$ cat config.mk
export PLATFORM = sky130hd
export DESIGN_NAME = twi_buffered_transfer_sequencer_core
export DESIGN_NICKNAME = d
export VERILOG_FILES = /design/src/tbs_pkg.sv /design/src/tbs_stores.sv /design/src/twi_buffered_transfer_sequencer_core.sv
export SDC_FILE = /design/constraint.sdc
export NUM_CORES = 1
export LEC_CHECK = 0
export BUFFER_PORTS_ARGS = -buffer_cell sky130_fd_sc_hd__buf_4
export CORE_ASPECT_RATIO = 0.75
export CORE_MARGIN = 2
export CORE_UTILIZATION = 56
export CTS_BUF_LIST = sky130_fd_sc_hd__clkbuf_16
export CTS_CLUSTER_DIAMETER = 60
export CTS_CLUSTER_SIZE = 30
export DETAILED_ROUTE_END_ITERATION = 6
export PLACE_DENSITY = 0.76
export SLEW_MARGIN = 25
export SYNTH_ARGS = -nofsm -noshare
export SYNTH_HDL_FRONTEND = slang
export SYNTH_SLANG_ARGS = --single-unit
export TNS_END_PERCENT = 20
$ cat constraint.sdc
create_clock -name clk -period 3.1 [get_ports clk]
set_clock_uncertainty 0.15 [all_clocks]
set_input_delay 0.155 -clock clk [delete_from_list [all_inputs] [get_ports clk]]
set_output_delay 0.155 -clock clk [all_outputs]
set_load 0.02 [all_outputs]
$ cat src/tbs_pkg.sv
// ----------------------------------------------------------------------------
// tbs_pkg
// Shared types and codes for the buffered TWI transfer sequencer.
// ----------------------------------------------------------------------------
package tbs_pkg;

  localparam int unsigned TBS_TX_DEPTH = 32;
  localparam int unsigned TBS_RX_DEPTH = 32;

  localparam logic [5:0] CNT_MAX = 6'd63;

  // operation codes
  localparam logic [2:0] OP_LOAD_TX   = 3'd0;
  localparam logic [2:0] OP_START     = 3'd1;
  localparam logic [2:0] OP_SLAVE_LEN = 3'd2;
  localparam logic [2:0] OP_EVENT     = 3'd3;
  localparam logic [2:0] OP_READ_RX   = 3'd4;

  // bus actions
  localparam logic [2:0] ACT_NONE        = 3'd0;
  localparam logic [2:0] ACT_CLEAR       = 3'd1;
  localparam logic [2:0] ACT_START       = 3'd2;
  localparam logic [2:0] ACT_STOP        = 3'd3;
  localparam logic [2:0] ACT_ACK         = 3'd4;
  localparam logic [2:0] ACT_NACK        = 3'd5;
  localparam logic [2:0] ACT_START_QUIET = 3'd6;

  // call status
  localparam logic [1:0] CS_OK    = 2'd0;
  localparam logic [1:0] CS_OVF   = 2'd1;
  localparam logic [1:0] CS_FEWER = 2'd2;
  localparam logic [1:0] CS_MORE  = 2'd3;

  // bus engine status, TWI code shifted right three
  localparam logic [4:0] ST_BUS_ERR      = 5'h00; // 0x00
  localparam logic [4:0] ST_START        = 5'h01; // 0x08
  localparam logic [4:0] ST_REP_START    = 5'h02; // 0x10
  localparam logic [4:0] ST_MT_SLA_ACK   = 5'h03; // 0x18
  localparam logic [4:0] ST_MT_SLA_NACK  = 5'h04; // 0x20
  localparam logic [4:0] ST_MT_DATA_ACK  = 5'h05; // 0x28
  localparam logic [4:0] ST_MT_DATA_NACK = 5'h06; // 0x30
  localparam logic [4:0] ST_ARB_LOST     = 5'h07; // 0x38
  localparam logic [4:0] ST_MR_SLA_ACK   = 5'h08; // 0x40
  localparam logic [4:0] ST_MR_SLA_NACK  = 5'h09; // 0x48
  localparam logic [4:0] ST_MR_DATA_ACK  = 5'h0A; // 0x50
  localparam logic [4:0] ST_MR_DATA_NACK = 5'h0B; // 0x58
  localparam logic [4:0] ST_SR_SLA_ACK   = 5'h0C; // 0x60
  localparam logic [4:0] ST_SR_ARB_SLA   = 5'h0D; // 0x68
  localparam logic [4:0] ST_SR_GEN_ACK   = 5'h0E; // 0x70
  localparam logic [4:0] ST_SR_ARB_GEN   = 5'h0F; // 0x78
  localparam logic [4:0] ST_SR_DATA_ACK  = 5'h10; // 0x80
  localparam logic [4:0] ST_SR_DATA_NACK = 5'h11; // 0x88
  localparam logic [4:0] ST_SR_GDAT_ACK  = 5'h12; // 0x90
  localparam logic [4:0] ST_SR_GDAT_NACK = 5'h13; // 0x98
  localparam logic [4:0] ST_SR_STOP      = 5'h14; // 0xA0
  localparam logic [4:0] ST_ST_SLA_ACK   = 5'h15; // 0xA8
  localparam logic [4:0] ST_ST_ARB_SLA   = 5'h16; // 0xB0
  localparam logic [4:0] ST_ST_DATA_ACK  = 5'h17; // 0xB8
  localparam logic [4:0] ST_ST_DATA_NACK = 5'h18; // 0xC0
  localparam logic [4:0] ST_ST_LAST_ACK  = 5'h19; // 0xC8

  typedef struct packed {
    logic       en;
    logic [5:0] addr;
    logic [7:0] data;
  } tbs_wr_t;

  typedef struct packed {
    logic [2:0] op;
    logic [4:0] entry_index;
    logic [7:0] data_in;
    logic [6:0] target_address;
    logic       read_not_write;
    logic [7:0] byte_count;
    logic       send_stop;
    logic [4:0] bus_status;
  } tbs_item_t;

  typedef struct packed {
    logic [2:0] bus_action;
    logic       drive_valid;
    logic [7:0] drive_byte;
    logic [1:0] call_status;
    logic [7:0] rx_byte;
    logic [5:0] rx_length;
    logic [4:0] last_error;
    logic       receive_done;
  } tbs_result_t;

  function automatic logic [5:0] sat_inc(input logic [5:0] v);
    return (v < CNT_MAX) ? v + 6'd1 : CNT_MAX;
  endfunction

  function automatic logic [5:0] sat_len(input logic [7:0] c);
    return (c > {2'b00, CNT_MAX}) ? CNT_MAX : c[5:0];
  endfunction

endpackage

$ cat src/tbs_stores.sv
// ----------------------------------------------------------------------------
// tbs_stores
// Transmit and receive byte stores; out-of-range writes dropped, reads give 0.
// ----------------------------------------------------------------------------
module tbs_stores
  import tbs_pkg::*;
#(
  parameter int unsigned TX_DEPTH = TBS_TX_DEPTH,
  parameter int unsigned RX_DEPTH = TBS_RX_DEPTH
) (
  input  logic       clk,
  input  tbs_wr_t    tx_wr,
  input  tbs_wr_t    rx_wr,
  input  logic [5:0] tx_rd_pos,
  input  logic [5:0] rx_rd_pos,
  output logic [7:0] tx_rd_data,
  output logic [7:0] rx_rd_data
);

  localparam int unsigned TX_AW = (TX_DEPTH > 1) ? $clog2(TX_DEPTH) : 1;
  localparam int unsigned RX_AW = (RX_DEPTH > 1) ? $clog2(RX_DEPTH) : 1;
  localparam logic [7:0] TX_LIM = 8'(TX_DEPTH);
  localparam logic [7:0] RX_LIM = 8'(RX_DEPTH);

  logic [7:0] tx_mem [TX_DEPTH];
  logic [7:0] rx_mem [RX_DEPTH];

  logic tx_wr_ok, rx_wr_ok, tx_rd_ok, rx_rd_ok;

  assign tx_wr_ok = {2'b00, tx_wr.addr} < TX_LIM;
  assign rx_wr_ok = {2'b00, rx_wr.addr} < RX_LIM;
  assign tx_rd_ok = {2'b00, tx_rd_pos} < TX_LIM;
  assign rx_rd_ok = {2'b00, rx_rd_pos} < RX_LIM;

  always_ff @(posedge clk) begin
    if (tx_wr.en && tx_wr_ok) begin
      tx_mem[TX_AW'(tx_wr.addr)] <= tx_wr.data;
    end
    if (rx_wr.en && rx_wr_ok) begin
      rx_mem[RX_AW'(rx_wr.addr)] <= rx_wr.data;
    end
  end

  assign tx_rd_data = tx_rd_ok ? tx_mem[TX_AW'(tx_rd_pos)] : 8'd0;
  assign rx_rd_data = rx_rd_ok ? rx_mem[RX_AW'(rx_rd_pos)] : 8'd0;

endmodule

$ cat src/twi_buffered_transfer_sequencer_core.sv
// ----------------------------------------------------------------------------
// twi_buffered_transfer_sequencer_core
// Byte buffering and sequencing above a TWI bus engine: master and slave
// transmit/receive, one result beat per input beat.
// ----------------------------------------------------------------------------
//  channel | direction | handshake            | payload
//  in_     | input     | in_valid / in_stall   | op, index, data, address, count...
//  out_    | output    | out_valid / out_stall | action, drive byte, status, rx...
//
//  Two register stages: input register, then result register; one beat per
//  cycle sustained unless out_stall holds the result register.
//  State and stores are updated as a beat moves into the result register.
//  rst_n (synchronous) clears valids, counters, flags (stop_r set); stores kept.
//  out_stall backs up through the result register into in_stall in the same cycle.
// ----------------------------------------------------------------------------
module twi_buffered_transfer_sequencer_core
  import tbs_pkg::*;
#(
  parameter int unsigned TX_DEPTH = TBS_TX_DEPTH,
  parameter int unsigned RX_DEPTH = TBS_RX_DEPTH
) (
  input  logic       clk,
  input  logic       rst_n,

  input  logic       in_valid,
  output logic       in_stall,
  input  logic [2:0] in_op,
  input  logic [4:0] in_entry_index,
  input  logic [7:0] in_data_in,
  input  logic [6:0] in_target_address,
  input  logic       in_read_not_write,
  input  logic [7:0] in_byte_count,
  input  logic       in_send_stop,
  input  logic [4:0] in_bus_status,

  output logic       out_valid,
  input  logic       out_stall,
  output logic [2:0] out_bus_action,
  output logic       out_drive_valid,
  output logic [7:0] out_drive_byte,
  output logic [1:0] out_call_status,
  output logic [7:0] out_rx_byte,
  output logic [5:0] out_rx_length,
  output logic [4:0] out_last_error,
  output logic       out_receive_done
);

  localparam logic [7:0] TX_LIM = 8'(TX_DEPTH);
  localparam logic [7:0] RX_LIM = 8'(RX_DEPTH);

  logic        s1_valid_r;
  tbs_item_t   s1_r;
  logic        out_valid_r;
  tbs_result_t res_r, res_nxt;
  logic        adv, fire;

  logic [5:0] tpos_r, tpos_nxt;
  logic [5:0] tlen_r, tlen_nxt;
  logic [5:0] rpos_r, rpos_nxt;
  logic [5:0] rlen_r, rlen_nxt;
  logic [7:0] addr_r, addr_nxt;
  logic       stop_r, stop_nxt;
  logic [4:0] err_r, err_nxt;
  logic       done_r, done_nxt;

  tbs_wr_t    tx_wr, rx_wr;
  logic [5:0] tx_rd_pos;
  logic [7:0] tx_rd_data, rx_rd_data;
  logic       slave_restart;
  logic [5:0] inc_pos;
  logic [2:0] end_act;

  assign adv      = !out_valid_r || !out_stall;
  assign fire     = adv && s1_valid_r;
  assign in_stall = s1_valid_r && !adv;

  assign slave_restart = (s1_r.bus_status == ST_ST_SLA_ACK) ||
                         (s1_r.bus_status == ST_ST_ARB_SLA);
  assign tx_rd_pos     = slave_restart ? 6'd0 : tpos_r;
  assign end_act       = stop_r ? ACT_STOP : ACT_START_QUIET;

  tbs_stores #(
    .TX_DEPTH (TX_DEPTH),
    .RX_DEPTH (RX_DEPTH)
  ) u_stores (
    .clk        (clk),
    .tx_wr      (tx_wr),
    .rx_wr      (rx_wr),
    .tx_rd_pos  (tx_rd_pos),
    .rx_rd_pos  ({1'b0, s1_r.entry_index}),
    .tx_rd_data (tx_rd_data),
    .rx_rd_data (rx_rd_data)
  );

  always_comb begin
    tpos_nxt = tpos_r;
    tlen_nxt = tlen_r;
    rpos_nxt = rpos_r;
    rlen_nxt = rlen_r;
    addr_nxt = addr_r;
    stop_nxt = stop_r;
    err_nxt  = err_r;
    done_nxt = done_r;
    inc_pos  = sat_inc(tx_rd_pos);

    tx_wr.en   = 1'b0;
    tx_wr.addr = {1'b0, s1_r.entry_index};
    tx_wr.data = s1_r.data_in;
    rx_wr.en   = 1'b0;
    rx_wr.addr = rpos_r;
    rx_wr.data = s1_r.data_in;

    res_nxt = '0;

    case (s1_r.op)
      OP_LOAD_TX: begin
        tx_wr.en = 1'b1;
      end
      OP_START: begin
        if (s1_r.byte_count > (s1_r.read_not_write ? RX_LIM : TX_LIM)) begin
          res_nxt.call_status = CS_OVF;
        end else begin
          addr_nxt = {s1_r.target_address, s1_r.read_not_write};
          if (s1_r.read_not_write) begin
            rlen_nxt = sat_len(s1_r.byte_count);
            rpos_nxt = 6'd0;
            done_nxt = 1'b0;
          end else begin
            tlen_nxt = sat_len(s1_r.byte_count);
            tpos_nxt = 6'd0;
          end
          if (!stop_r) begin
            res_nxt.drive_valid = 1'b1;
            res_nxt.drive_byte  = {s1_r.target_address, s1_r.read_not_write};
            res_nxt.bus_action  = ACT_CLEAR;
          end else begin
            res_nxt.bus_action  = ACT_START;
          end
          stop_nxt = s1_r.send_stop;
        end
      end
      OP_SLAVE_LEN: begin
        if (s1_r.byte_count > TX_LIM) begin
          res_nxt.call_status = CS_OVF;
        end else begin
          tpos_nxt = 6'd0;
          tlen_nxt = sat_len(s1_r.byte_count);
        end
      end
      OP_EVENT: begin
        case (s1_r.bus_status) inside
          ST_START, ST_REP_START: begin
            res_nxt.drive_valid = 1'b1;
            res_nxt.drive_byte  = addr_r;
            res_nxt.bus_action  = ACT_CLEAR;
          end
          ST_MT_SLA_ACK, ST_MT_DATA_ACK: begin
            if (tpos_r < tlen_r) begin
              res_nxt.drive_valid = 1'b1;
              res_nxt.drive_byte  = tx_rd_data;
              tpos_nxt            = inc_pos;
              res_nxt.bus_action  = ACT_CLEAR;
            end else begin
              res_nxt.bus_action  = end_act;
            end
          end
          ST_MT_SLA_NACK, ST_MT_DATA_NACK, ST_ARB_LOST, ST_MR_SLA_NACK: begin
            res_nxt.bus_action = ACT_STOP;
            err_nxt            = s1_r.bus_status;
            stop_nxt           = 1'b1;
          end
          ST_MR_SLA_ACK: begin
            res_nxt.bus_action = ACT_ACK;
          end
          ST_MR_DATA_ACK: begin
            rx_wr.en = 1'b1;
            rpos_nxt = sat_inc(rpos_r);
            res_nxt.bus_action = ({1'b0, rpos_nxt} + 7'd1 < {1'b0, rlen_r}) ?
                                 ACT_ACK : ACT_NACK;
          end
          ST_MR_DATA_NACK: begin
            rx_wr.en = 1'b1;
            rpos_nxt = sat_inc(rpos_r);
            done_nxt = 1'b1;
            res_nxt.bus_action = end_act;
          end
          ST_SR_SLA_ACK, ST_SR_ARB_SLA, ST_SR_GEN_ACK, ST_SR_ARB_GEN: begin
            rpos_nxt = 6'd0;
            rlen_nxt = 6'd0;
            res_nxt.bus_action = ACT_ACK;
          end
          ST_SR_DATA_ACK, ST_SR_GDAT_ACK: begin
            if ({2'b00, rpos_r} < RX_LIM) begin
              rx_wr.en = 1'b1;
              rpos_nxt = sat_inc(rpos_r);
              rlen_nxt = sat_inc(rlen_r);
              res_nxt.bus_action = ACT_ACK;
            end else begin
              res_nxt.bus_action = ACT_NACK;
            end
          end
          ST_SR_DATA_NACK, ST_SR_GDAT_NACK: begin
            rx_wr.en = 1'b1;
            rpos_nxt = sat_inc(rpos_r);
            rlen_nxt = sat_inc(rlen_r);
            res_nxt.bus_action = ACT_NACK;
          end
          ST_SR_STOP, ST_ST_DATA_NACK, ST_ST_LAST_ACK: begin
            res_nxt.bus_action = ACT_ACK;
          end
          ST_ST_SLA_ACK, ST_ST_ARB_SLA, ST_ST_DATA_ACK: begin
            res_nxt.drive_valid = 1'b1;
            res_nxt.drive_byte  = tx_rd_data;
            tpos_nxt            = inc_pos;
            res_nxt.bus_action  = (inc_pos < tlen_r) ? ACT_ACK : ACT_CLEAR;
          end
          ST_BUS_ERR: begin
            res_nxt.bus_action = ACT_STOP;
          end
          default: begin
            res_nxt.bus_action = ACT_NONE;
          end
        endcase
      end
      OP_READ_RX: begin
        res_nxt.rx_byte = rx_rd_data;
        if (rlen_r == 6'd0) begin
          res_nxt.call_status = CS_OVF;
        end else if (s1_r.byte_count > {2'b00, rlen_r}) begin
          res_nxt.call_status = CS_FEWER;
        end else if (s1_r.byte_count < {2'b00, rlen_r}) begin
          res_nxt.call_status = CS_MORE;
        end else begin
          res_nxt.call_status = CS_OK;
        end
      end
      default: begin
        res_nxt.call_status = CS_OK;
      end
    endcase

    tx_wr.en = tx_wr.en && fire;
    rx_wr.en = rx_wr.en && fire;

    res_nxt.rx_length    = rlen_nxt;
    res_nxt.last_error   = err_nxt;
    res_nxt.receive_done = done_nxt;
  end

  always_ff @(posedge clk) begin
    if (!rst_n) begin
      s1_valid_r  <= 1'b0;
      out_valid_r <= 1'b0;
      tpos_r      <= 6'd0;
      tlen_r      <= 6'd0;
      rpos_r      <= 6'd0;
      rlen_r      <= 6'd0;
      addr_r      <= 8'd0;
      stop_r      <= 1'b1;
      err_r       <= 5'd0;
      done_r      <= 1'b0;
    end else begin
      if (!in_stall) begin
        s1_valid_r <= in_valid;
      end
      if (adv) begin
        out_valid_r <= s1_valid_r;
      end
      if (fire) begin
        tpos_r <= tpos_nxt;
        tlen_r <= tlen_nxt;
        rpos_r <= rpos_nxt;
        rlen_r <= rlen_nxt;
        addr_r <= addr_nxt;
        stop_r <= stop_nxt;
        err_r  <= err_nxt;
        done_r <= done_nxt;
      end
    end
  end

  always_ff @(posedge clk) begin
    if (in_valid && !in_stall) begin
      s1_r.op             <= in_op;
      s1_r.entry_index    <= in_entry_index;
      s1_r.data_in        <= in_data_in;
      s1_r.target_address <= in_target_address;
      s1_r.read_not_write <= in_read_not_write;
      s1_r.byte_count     <= in_byte_count;
      s1_r.send_stop      <= in_send_stop;
      s1_r.bus_status     <= in_bus_status;
    end
    if (fire) begin
      res_r <= res_nxt;
    end
  end

  assign out_valid        = out_valid_r;
  assign out_bus_action   = res_r.bus_action;
  assign out_drive_valid  = res_r.drive_valid;
  assign out_drive_byte   = res_r.drive_byte;
  assign out_call_status  = res_r.call_status;
  assign out_rx_byte      = res_r.rx_byte;
  assign out_rx_length    = res_r.rx_length;
  assign out_last_error   = res_r.last_error;
  assign out_receive_done = res_r.receive_done;

endmodule
## After elaboration in Yosys (flattened, before gate mapping)

Memory sizes are Yosys's and may differ from the RTL's. A register that Yosys moved wholly into a read port is not among the register bits.
Index checks and enable logic that the tools add are counted.

- Magnitude comparators: 13
- Equal/unequal tests: 50
- Bitwise logic cells: 1
- Multiplexer cells: 124
- Reduce and logical (&&, ||, !) cells: 35
- $add $sub $neg: 4

Operators with widths:

| kind | count |
|---|---|
| two-way mux 6 bit | 47 |
| two-way mux 9 bit | 13 |
| equality test 5 bit (second input constant) | 10 |
| two-way mux 3 bit | 14 |
| equality test 5 x 4 -> 1 bit (second input constant) | 8 |
| case mux 6 bit (2 select lines) | 3 |
| two-way mux 1 bit | 31 |
| less-than comparator 6 bit (second input constant) | 5 |
| inequality test 3 bit (second input constant) | 10 |
| case mux 12 bit (2 select lines) | 1 |
| equality test 5 x 3 -> 1 bit (second input constant) | 4 |
| two-way mux 5 bit | 4 |
| adder 6 x 1 -> 6 bit (second input constant) | 3 |
| inequality test 2 bit (second input constant) | 9 |
| case mux 6 bit (3 select lines) | 1 |
| > comparator 8 x 6 -> 1 bit (second input constant) | 2 |
| AND reduction 16 bit | 1 |
| less-than comparator 6 bit | 2 |
| two-way mux 11 bit | 1 |
| equality test 5 x 2 -> 1 bit (second input constant) | 2 |
| two-way mux 2 bit | 5 |
| AND reduction 10 bit | 1 |
| OR reduction 2 bit | 5 |
| > comparator 8 x 6 -> 1 bit | 1 |
| other kinds (28) | 44 |

- RAM bits: 512
- Input port bits: 42
- Logic and storage cells: 254
- Bits in registers: 105
- Output and inout port bits: 36
- Memories: 2

Memories:

| memory | depth | width | read ports | clocked after memory_dff | write ports | RTL line | source |
|---|---|---|---|---|---|---|---|
| u_stores.rx_mem | 32 | 8 | 1 | 1 | 1 | tbs_stores.sv:26 | `logic [7:0] rx_mem [RX_DEPTH];` |
| u_stores.tx_mem | 32 | 8 | 1 | 0 | 1 | tbs_stores.sv:25 | `logic [7:0] tx_mem [TX_DEPTH];` |

## Logic depth before layout (Yosys ltp)

Gate-level depths: netlist (run 1).

- Depth after elaboration: 19
- Mapped depth: 14
- Gate-level depth less buffers: 12

## Modules after synthesis

From an unflattened synthesis (run 1), not the netlist that was laid out.

- Cells, all modules: 1476
- Area, all modules: 25782.2 µm²

By module, submodules not included:

| module | area an instance (µm²) | sequential area each (µm²) | instances | cells an instance |
|---|---|---|---|---|
| tbs_stores | 19950.4 | 15374.7 | 1 | 923 |
| twi_buffered_transfer_sequencer_core | 5831.8 | 2982.9 | 1 | 553 |

## Least setup slack after synthesis (run 1)

No wires, ideal clock.

- Path type: register to register
- Start point: register out_valid_r (netlist: out_valid)
- End point: register s1_r (netlist bit rx_wr[0]) (enable)
- Stages on the path, launching flop included: 3
- Setup slack: 0.118 ns
- Required time: 2.513 ns
- Arrival time: 2.394 ns
- Clock period less this slack: 2.982 ns
- Buffers on the path: 0
- Library setup time: 0.437 ns
- Cells stage by stage: dfxtp_1 and3_1 nor2b_1

- Longest elaborated chain between the ends: 6

RTL lines:

| item | RTL line | source |
|---|---|---|
| start, declared | twi_buffered_transfer_sequencer_core.sv:53 | `logic out_valid_r;` |
| start signal, assigned | twi_buffered_transfer_sequencer_core.sv:267 | `out_valid_r <= s1_valid_r;` |
| logical NOT 1 bit | twi_buffered_transfer_sequencer_core.sv:73 | `assign adv = !out_valid_r \|\| !out_stall;` |
| logical OR 1 bit | twi_buffered_transfer_sequencer_core.sv:73 |  |
| logical NOT 1 bit | twi_buffered_transfer_sequencer_core.sv:75 | `assign in_stall = s1_valid_r && !adv;` |
| logical AND 1 bit | twi_buffered_transfer_sequencer_core.sv:75 |  |
| net in_stall | twi_buffered_transfer_sequencer_core.sv:26 | `output logic in_stall,` |
| logical NOT 1 bit | twi_buffered_transfer_sequencer_core.sv:283 | `if (in_valid && !in_stall) begin` |
| logical AND 1 bit | twi_buffered_transfer_sequencer_core.sv:283 |  |
| end, declared | twi_buffered_transfer_sequencer_core.sv:52 | `tbs_item_t s1_r;` |

The timed path passes the listed nets, and every way through them passes these cells.
A chain may end at the register's enable or synchronous reset.

==> reports/metrics.cfg, run 1 <==
[outcome]
run_status=complete, no violations

[synth]
synth_seq_area_share_pct=70.7
async_reset_ff_share_pct=0
ys_ff_latch=625
yosys-top-cells-area=edfxtp_1 (68%), mux4_2 (10%), dfxtp_1 (3.2%)
ys_top_cells_by_count=edfxtp_1 (584), nor2_1 (146), mux4_2 (121)
synth_area_um2=26000
ys.flop_type=edfxtp_1
synth_nets=1641
synth_top_cell_by_area=edfxtp_1
synth_edf_count=584
avgSynthCellArea_um2=16.5
synthCells=1572
synth_top_cell_area_share_pct=67.6
synth_most_common_cell=edfxtp_1
synth_cell_types=75
ys_warn_count=0

[clock_network]
clk_latency_ns=0.58
h-tree-depth=2
cts_tree=built
cts_buffer_depth=3
cts_made_buffers=36
clock-root-buffer=clkbuf_16
cts.sink_count=625
path_clk_slew_ns=0.10

[layout]
insertedDiodeCount=0
drive_above_1_share_pct=23.4
syn2layout_area_growth_pct=13.8
fin_nets=1826
design_area_um2=29500

[place]
place_area_um2=27900
io_buffers=77
place_ws_ns=0.0661
hpwl_um=39100
gp_congestion=0.935

[routing]
post-route-drc-count=0
route.vias.total=15175
detail-route-antenna-nets=0
drtIter0Drc=2149
vias_per_cell=6.38
wl_um=61800
wl_per_cell_um=26.0
dr.pass1.iters=5

[timing]
min_period_ns=2.98
setup_tns_ns=0
worst_pin_slew_ns=0.946
finalMaxSlewViolations=0
fmax_mhz=336
setup_violations=0
slew_headroom_pct=36.9
fin_crit_sh_pct=96.1
worst_slack_ns=0.120
hold_viol=0
hold-worst-slack_ns=0.152

[global_route]
grtUsageMet2_pct=38.4
grt_max_degree=79
grt_pass1_vias=14792
gr-usage-all-layers_pct=26.1
grt.overflow.total=0
antenna_found_initial=0
grt_pass1_wl_um=92900
use_met3_pct=6.50
globalRouteMet1Util_pct=39.8
grt.busiest_layer=met1

[critical_path]
rrSetupSlack_ns=0.12
critical_path_required_ns=3.27
crit_type=reg2reg
cp_cell_sequence=inv_1 -> ha_1 -> nor2b_2 -> a21oi_2 -> nor2_1 -> xnor2_1 -> ha_1 -> nor2b_1 -> o21ai_0 -> and3_1 -> a31oi_1 -> a21o_1
rr_worst_depth=12
critical-path-max-stage-delay_ns=0.43
crit_family=compound AO/OA/AOI/OAI gates
worst-path-buf-inv=1
slowest_stage=dfxtp_2
start_kind=register
regToRegStartpoint=rpos_r[0]$_SDFFE_PN0P_
arrival_ns=3.15
path_max_fanout=7
end_kind=register
r2r-end=out_bus_action[0]$_DFFE_PP_
cpMostUsedCell=ha_1

[floorplan]
start_util_pct=56.6
die_w_um=253
row_count=68
die-height_um=190
core_area_um2=45900
dieArea_um2=48100
io_pins=78

[power]
finalPower_w=0.0155
leakage_nw=9.65
ir_worst_vdd_v=0.000299
power_density_nw_per_um2=524

[hold_path]
worst_hold_path.endpoint=s1_r[32]$_DFFE_PP_
hold_class=in2reg
worstHoldPathCells=2
min_from=in_entry_index[2]

[run]
drv_cap=0

timing repair:
item | 4_1_cts | 5_1_grt
hold endpoints to repair | 63 | 0
resized for setup | 0 | 9
setup endpoints to repair | 0 | 1
hold buffers | 42 | 0
setup buffers | 0 | 0
cells in the final DEF, fill, tap and decap left out, drive strengths merged, types with 34 or more instances in the layout:
| cell type | count |
|---|---|
| a21oi | 56 |
| buf | 195 |
| clkbuf | 37 |
| dfxtp | 41 |
| dlygate4sd3 | 42 |
| edfxtp | 584 |
| inv | 34 |
| mux2i | 53 |
| mux4 | 121 |
| nand2 | 84 |
| nand3 | 36 |
| nor2 | 147 |
| nor3 | 39 |
| o21ai | 42 |
area by class of cell:
type / count / area (um2)
clock inverter: 26 / 303
timing repair buffer: 237 / 1950
multi-input combinational: 835 / 7160
clock buffer: 37 / 926
tap: 595 / 744
fill: 3076 / 16300
inverter: 22 / 82.6
sequential: 625 / 18400
metrics by stage:
| step | instances | util [%] |
|---|---|---|
| 2_1_floorplan | 1572 | - |
| 3_3_place_gp | 2272 | 60.8 |
| 3_5_place_dp | 2272 | 60.8 |
| 4_1_cts | 2377 | 64.3 |
| 5_1_grt | 2377 | 64.4 |
| 6_report | 2377 | 64.4 |
routing by layer:
metal / share of wire [%] / vias to the layer above
met1: 42 / 7657
met3: 11 / 91
met4: 1.9 / 0
li1: - / 6572
met5: 0 / -
met2: 45 / 855
cell families after synthesis:
| group | share of synthesized area, % |
|---|---|
| mux | 12.8 |
| flops | 70.7 |
| xor+xnor | 0.270 |
| buf+inv | 1.83 |
| compound gates | 5.60 |
| simple gates | 7.53 |
| fa+ha+maj | 1.30 |
power by group:
part | internal (W) | total [W] | switching (W) | leakage, nW
Sequential | 0.00927 | 0.00932 | 0.0000577 | 5.63
Clock | 0.00249 | 0.00538 | 0.00289 | 0.598
Combinational | 0.000307 | 0.000772 | 0.000465 | 3.41
Total | 0.0121 | 0.0155 | 0.00341 | 9.65
state kept, by name, indices dropped and copies added, names as in the netlist, 6 cells and up:
register / count
tlen_r: 6
rx_wr: 8
out_rx_byte: 8
out_drive_byte: 8
rpos_r: 6
u_stores.tx_mem: 256
addr_r: 8
tpos_r: 6
s1_r: 30
u_stores.rx_mem: 256
rlen_r: 6
out_rx_length: 6
worst max-delay path by stage:
stage	depth (start not counted)	start	slack, ns	end
global route	12	rpos_r[0]$_SDFFE_PN0P_	-0.02	out_bus_action[0]$_DFFE_PP_
finish	12	rpos_r[0]$_SDFFE_PN0P_	0.12	out_bus_action[0]$_DFFE_PP_
global placement	11	rpos_r[0]$_SDFFE_PN0P_	0.19	out_bus_action[0]$_DFFE_PP_
detailed placement	12	rpos_r[1]$_SDFFE_PN0P_	0.07	out_bus_action[0]$_DFFE_PP_
CTS	11	rpos_r[1]$_SDFFE_PN0P_	0.06	out_bus_action[0]$_DFFE_PP_
floorplan	2	out_valid$_SDFFE_PN0N_	0.12	rx_wr[0]$_DFFE_PP_
(Power assumes the default switching activity.)
==> run 2: changes to the inputs <==
Settings changed: PLACE_DENSITY 0.76 to 0.73.
Clock period 3.1 ns to 3.7 ns, I/O delays scaled along.
==> run 2 against run 1 <==
  * Global-route usage is 0.11 points lower
  * Final cell count is 0.84% lower
  * Clock power is 15% lower
  * Via count is 0.90% lower
  * Flip-flop and latch count stayed put
  * Power is 16% lower
  * First-iteration DRC count is 1.1% lower
  * Sequential power is 16% lower
  * Sequential share of layout area is 0.14 points higher
  * Register-to-register slack better by 0.38 ns
==> reports/metrics.cfg, run 2 (same netlist as run 1, synthesis figures left out) <==
[clock_network]
clock-root-buffer=clkbuf_16
path_clk_slew_ns=0.09
cts_tree=built
cts_resized=0
cts_made_buffers=37
cts_buffer_depth=3
h-tree-depth=2
clk_latency_ns=0.59
cts.sink_count=625

[timing]
slew_headroom_pct=30.8
hold-worst-slack_ns=0.168
grt_setup_unrepaired=false
setup_tns_ns=0
fin_crit_sh_pct=86.6
fmax_mhz=312
hold_viol=0
setup_violations=0
min_period_ns=3.20
worst_pin_slew_ns=1.04
finalMaxSlewViolations=0

[critical_path]
r2r-end=out_bus_action[0]$_DFFE_PP_
cp-startpoint=rpos_r[2]$_SDFFE_PN0P_
rr_worst_depth=9
path_max_fanout=14
critical_path_required_ns=3.87
critical-path-max-stage-delay_ns=0.65
crit_type=reg2reg
crit_family=compound AO/OA/AOI/OAI gates
start_kind=register
end_kind=register
cp_cell_sequence=nand3_1 -> o21bai_1 -> a21boi_0 -> xnor2_1 -> ha_1 -> and3_1 -> o221ai_1 -> a31oi_1 -> a21o_1
rrSetupSlack_ns=0.50
slowest_stage=dfxtp_1
cp-endpoint=out_bus_action[0]$_DFFE_PP_
arrival_ns=3.37
path_depth=9
regToRegStartpoint=rpos_r[2]$_SDFFE_PN0P_
worst-path-buf-inv=0

[floorplan]
start_util_pct=56.6
dieArea_um2=48100
core_area_um2=45900
row_count=68
io_pins=78
die-height_um=190
die_w_um=253

[power]
p_seq_share_pct=59.9
switchingPower_w=0.00291
combPwrFrac_pct=4.9
power_density_nw_per_um2=443
swShare_pct=22.3
finalPower_w=0.0131
clkPwrFrac_pct=35.1
leakage_nw=9.56
ir_worst_vdd_v=0.000254
p_int_w=0.0101

[layout]
fin_nets=1806
multi_input_area_um2=7140
insertedDiodeCount=0
drive_above_1_share_pct=22.1
ff_latch_area_um2=18400
layout_common_cells=edfxtp_1 (584), buf_4 (164), nor2_1 (145), mux4_2 (121), nand2_1 (84)
syn2layout_area_growth_pct=13.5
num-fill-cells=3130
final_common_cell=edfxtp_1
top_regs=u_stores.rx_mem (256), u_stores.tx_mem (256), s1_r (30)

[routing]
post-route-drc-count=0
dr.pass1.iters=5
wl_um=61300
wl_per_cell_um=26.0
route.vias.total=15038
drtIter0Drc=2125
detail-route-antenna-nets=0
vias_per_cell=6.38

[global_route]
grt_max_degree=92
grt_pass1_vias=14550
grt.overflow.total=0
gr-usage-all-layers_pct=25.9
grt_pass1_wl_um=92400
antenna_found_initial=1

[place]
io_buffers=77
gp_congestion=0.890
hpwl_um=39500

[outcome]
run_status=complete, no violations

[run]
drv_cap=0

[hold_path]
hold_class=in2reg

## run 2: cell count changes in the layout (fill, tap and decap cells not counted), moves of 2 or more
cell / previous run / this run
buf_4: 190 / 164
dfxtp_1: 35 / 39
dfxtp_2: 4 / 0
inv_6: 6 / 2
buf_12: 5 / 8
clkinv_4: 1 / 4
clkinv_16: 0 / 2
clkinv_8: 5 / 7
inv_1: 22 / 20
## run 2: stage by stage
stage	cells	area, um2	setup WS, ns	utilization (%)
finish	2357	29500	0.496	64.2
CTS	2356	29500	0.556	64.2
detailed placement	2250	27700	0.573	60.5
global placement	2249	27700	0.704	60.5
global route	2357	29500	0.270	64.2
floorplan	1572	26000	0.718	-
## run 2: power by group through the flow
| stage | clock (W) | sequential [W] | combinational, W |
|---|---|---|---|
| finish | 0.00459 | 0.00782 | 0.000644 |
| global route | 0.00490 | 0.00783 | 0.000688 |
| CTS | 0.00467 | 0.00782 | 0.000639 |
| detailed placement | 0 | 0.00798 | 0.000601 |
| global placement | 0 | 0.00799 | 0.000583 |
| floorplan | 0 | 0.00801 | 0.000298 |
## run 2: final cells by class
class,count,share of cell area (%)
Timing Repair Buffer,216,6.24
Tap cell,595,2.53
Sequential cell,625,62.3
Inverter,22,0.280
Clock buffer,37,3.14
Clock inverter,27,1.24
Multi-Input combinational cell,835,24.2
## run 2: per-layer routing
layer	track usage [%]	up-vias	share of wire, %
li1	-	6546	-
met1	39.9	7592	43
met2	37.7	810	45
met3	6.52	90	11
met4	5.85	0	1.8
met5	0	-	0
## run 2: worst min path at each step
stage / start / end / depth (start not counted)
floorplan: in_data_in[0] / rx_wr[0]$_DFFE_PP_ / 0
global placement: in_data_in[0] / rx_wr[0]$_DFFE_PP_ / 1
detailed placement: in_data_in[5] / rx_wr[5]$_DFFE_PP_ / 1
CTS: in_data_in[1] / rx_wr[1]$_DFFE_PP_ / 2
global route: in_entry_index[4] / s1_r[34]$_DFFE_PP_ / 2
finish: in_data_in[1] / rx_wr[1]$_DFFE_PP_ / 2
## run 2: repair_timing
item | in CTS | in global routing
setup buffers | 0 | 0
hold buffers | 42 | 0
hold endpoints to repair | 57 | 0
setup endpoints to repair | 0 | 0
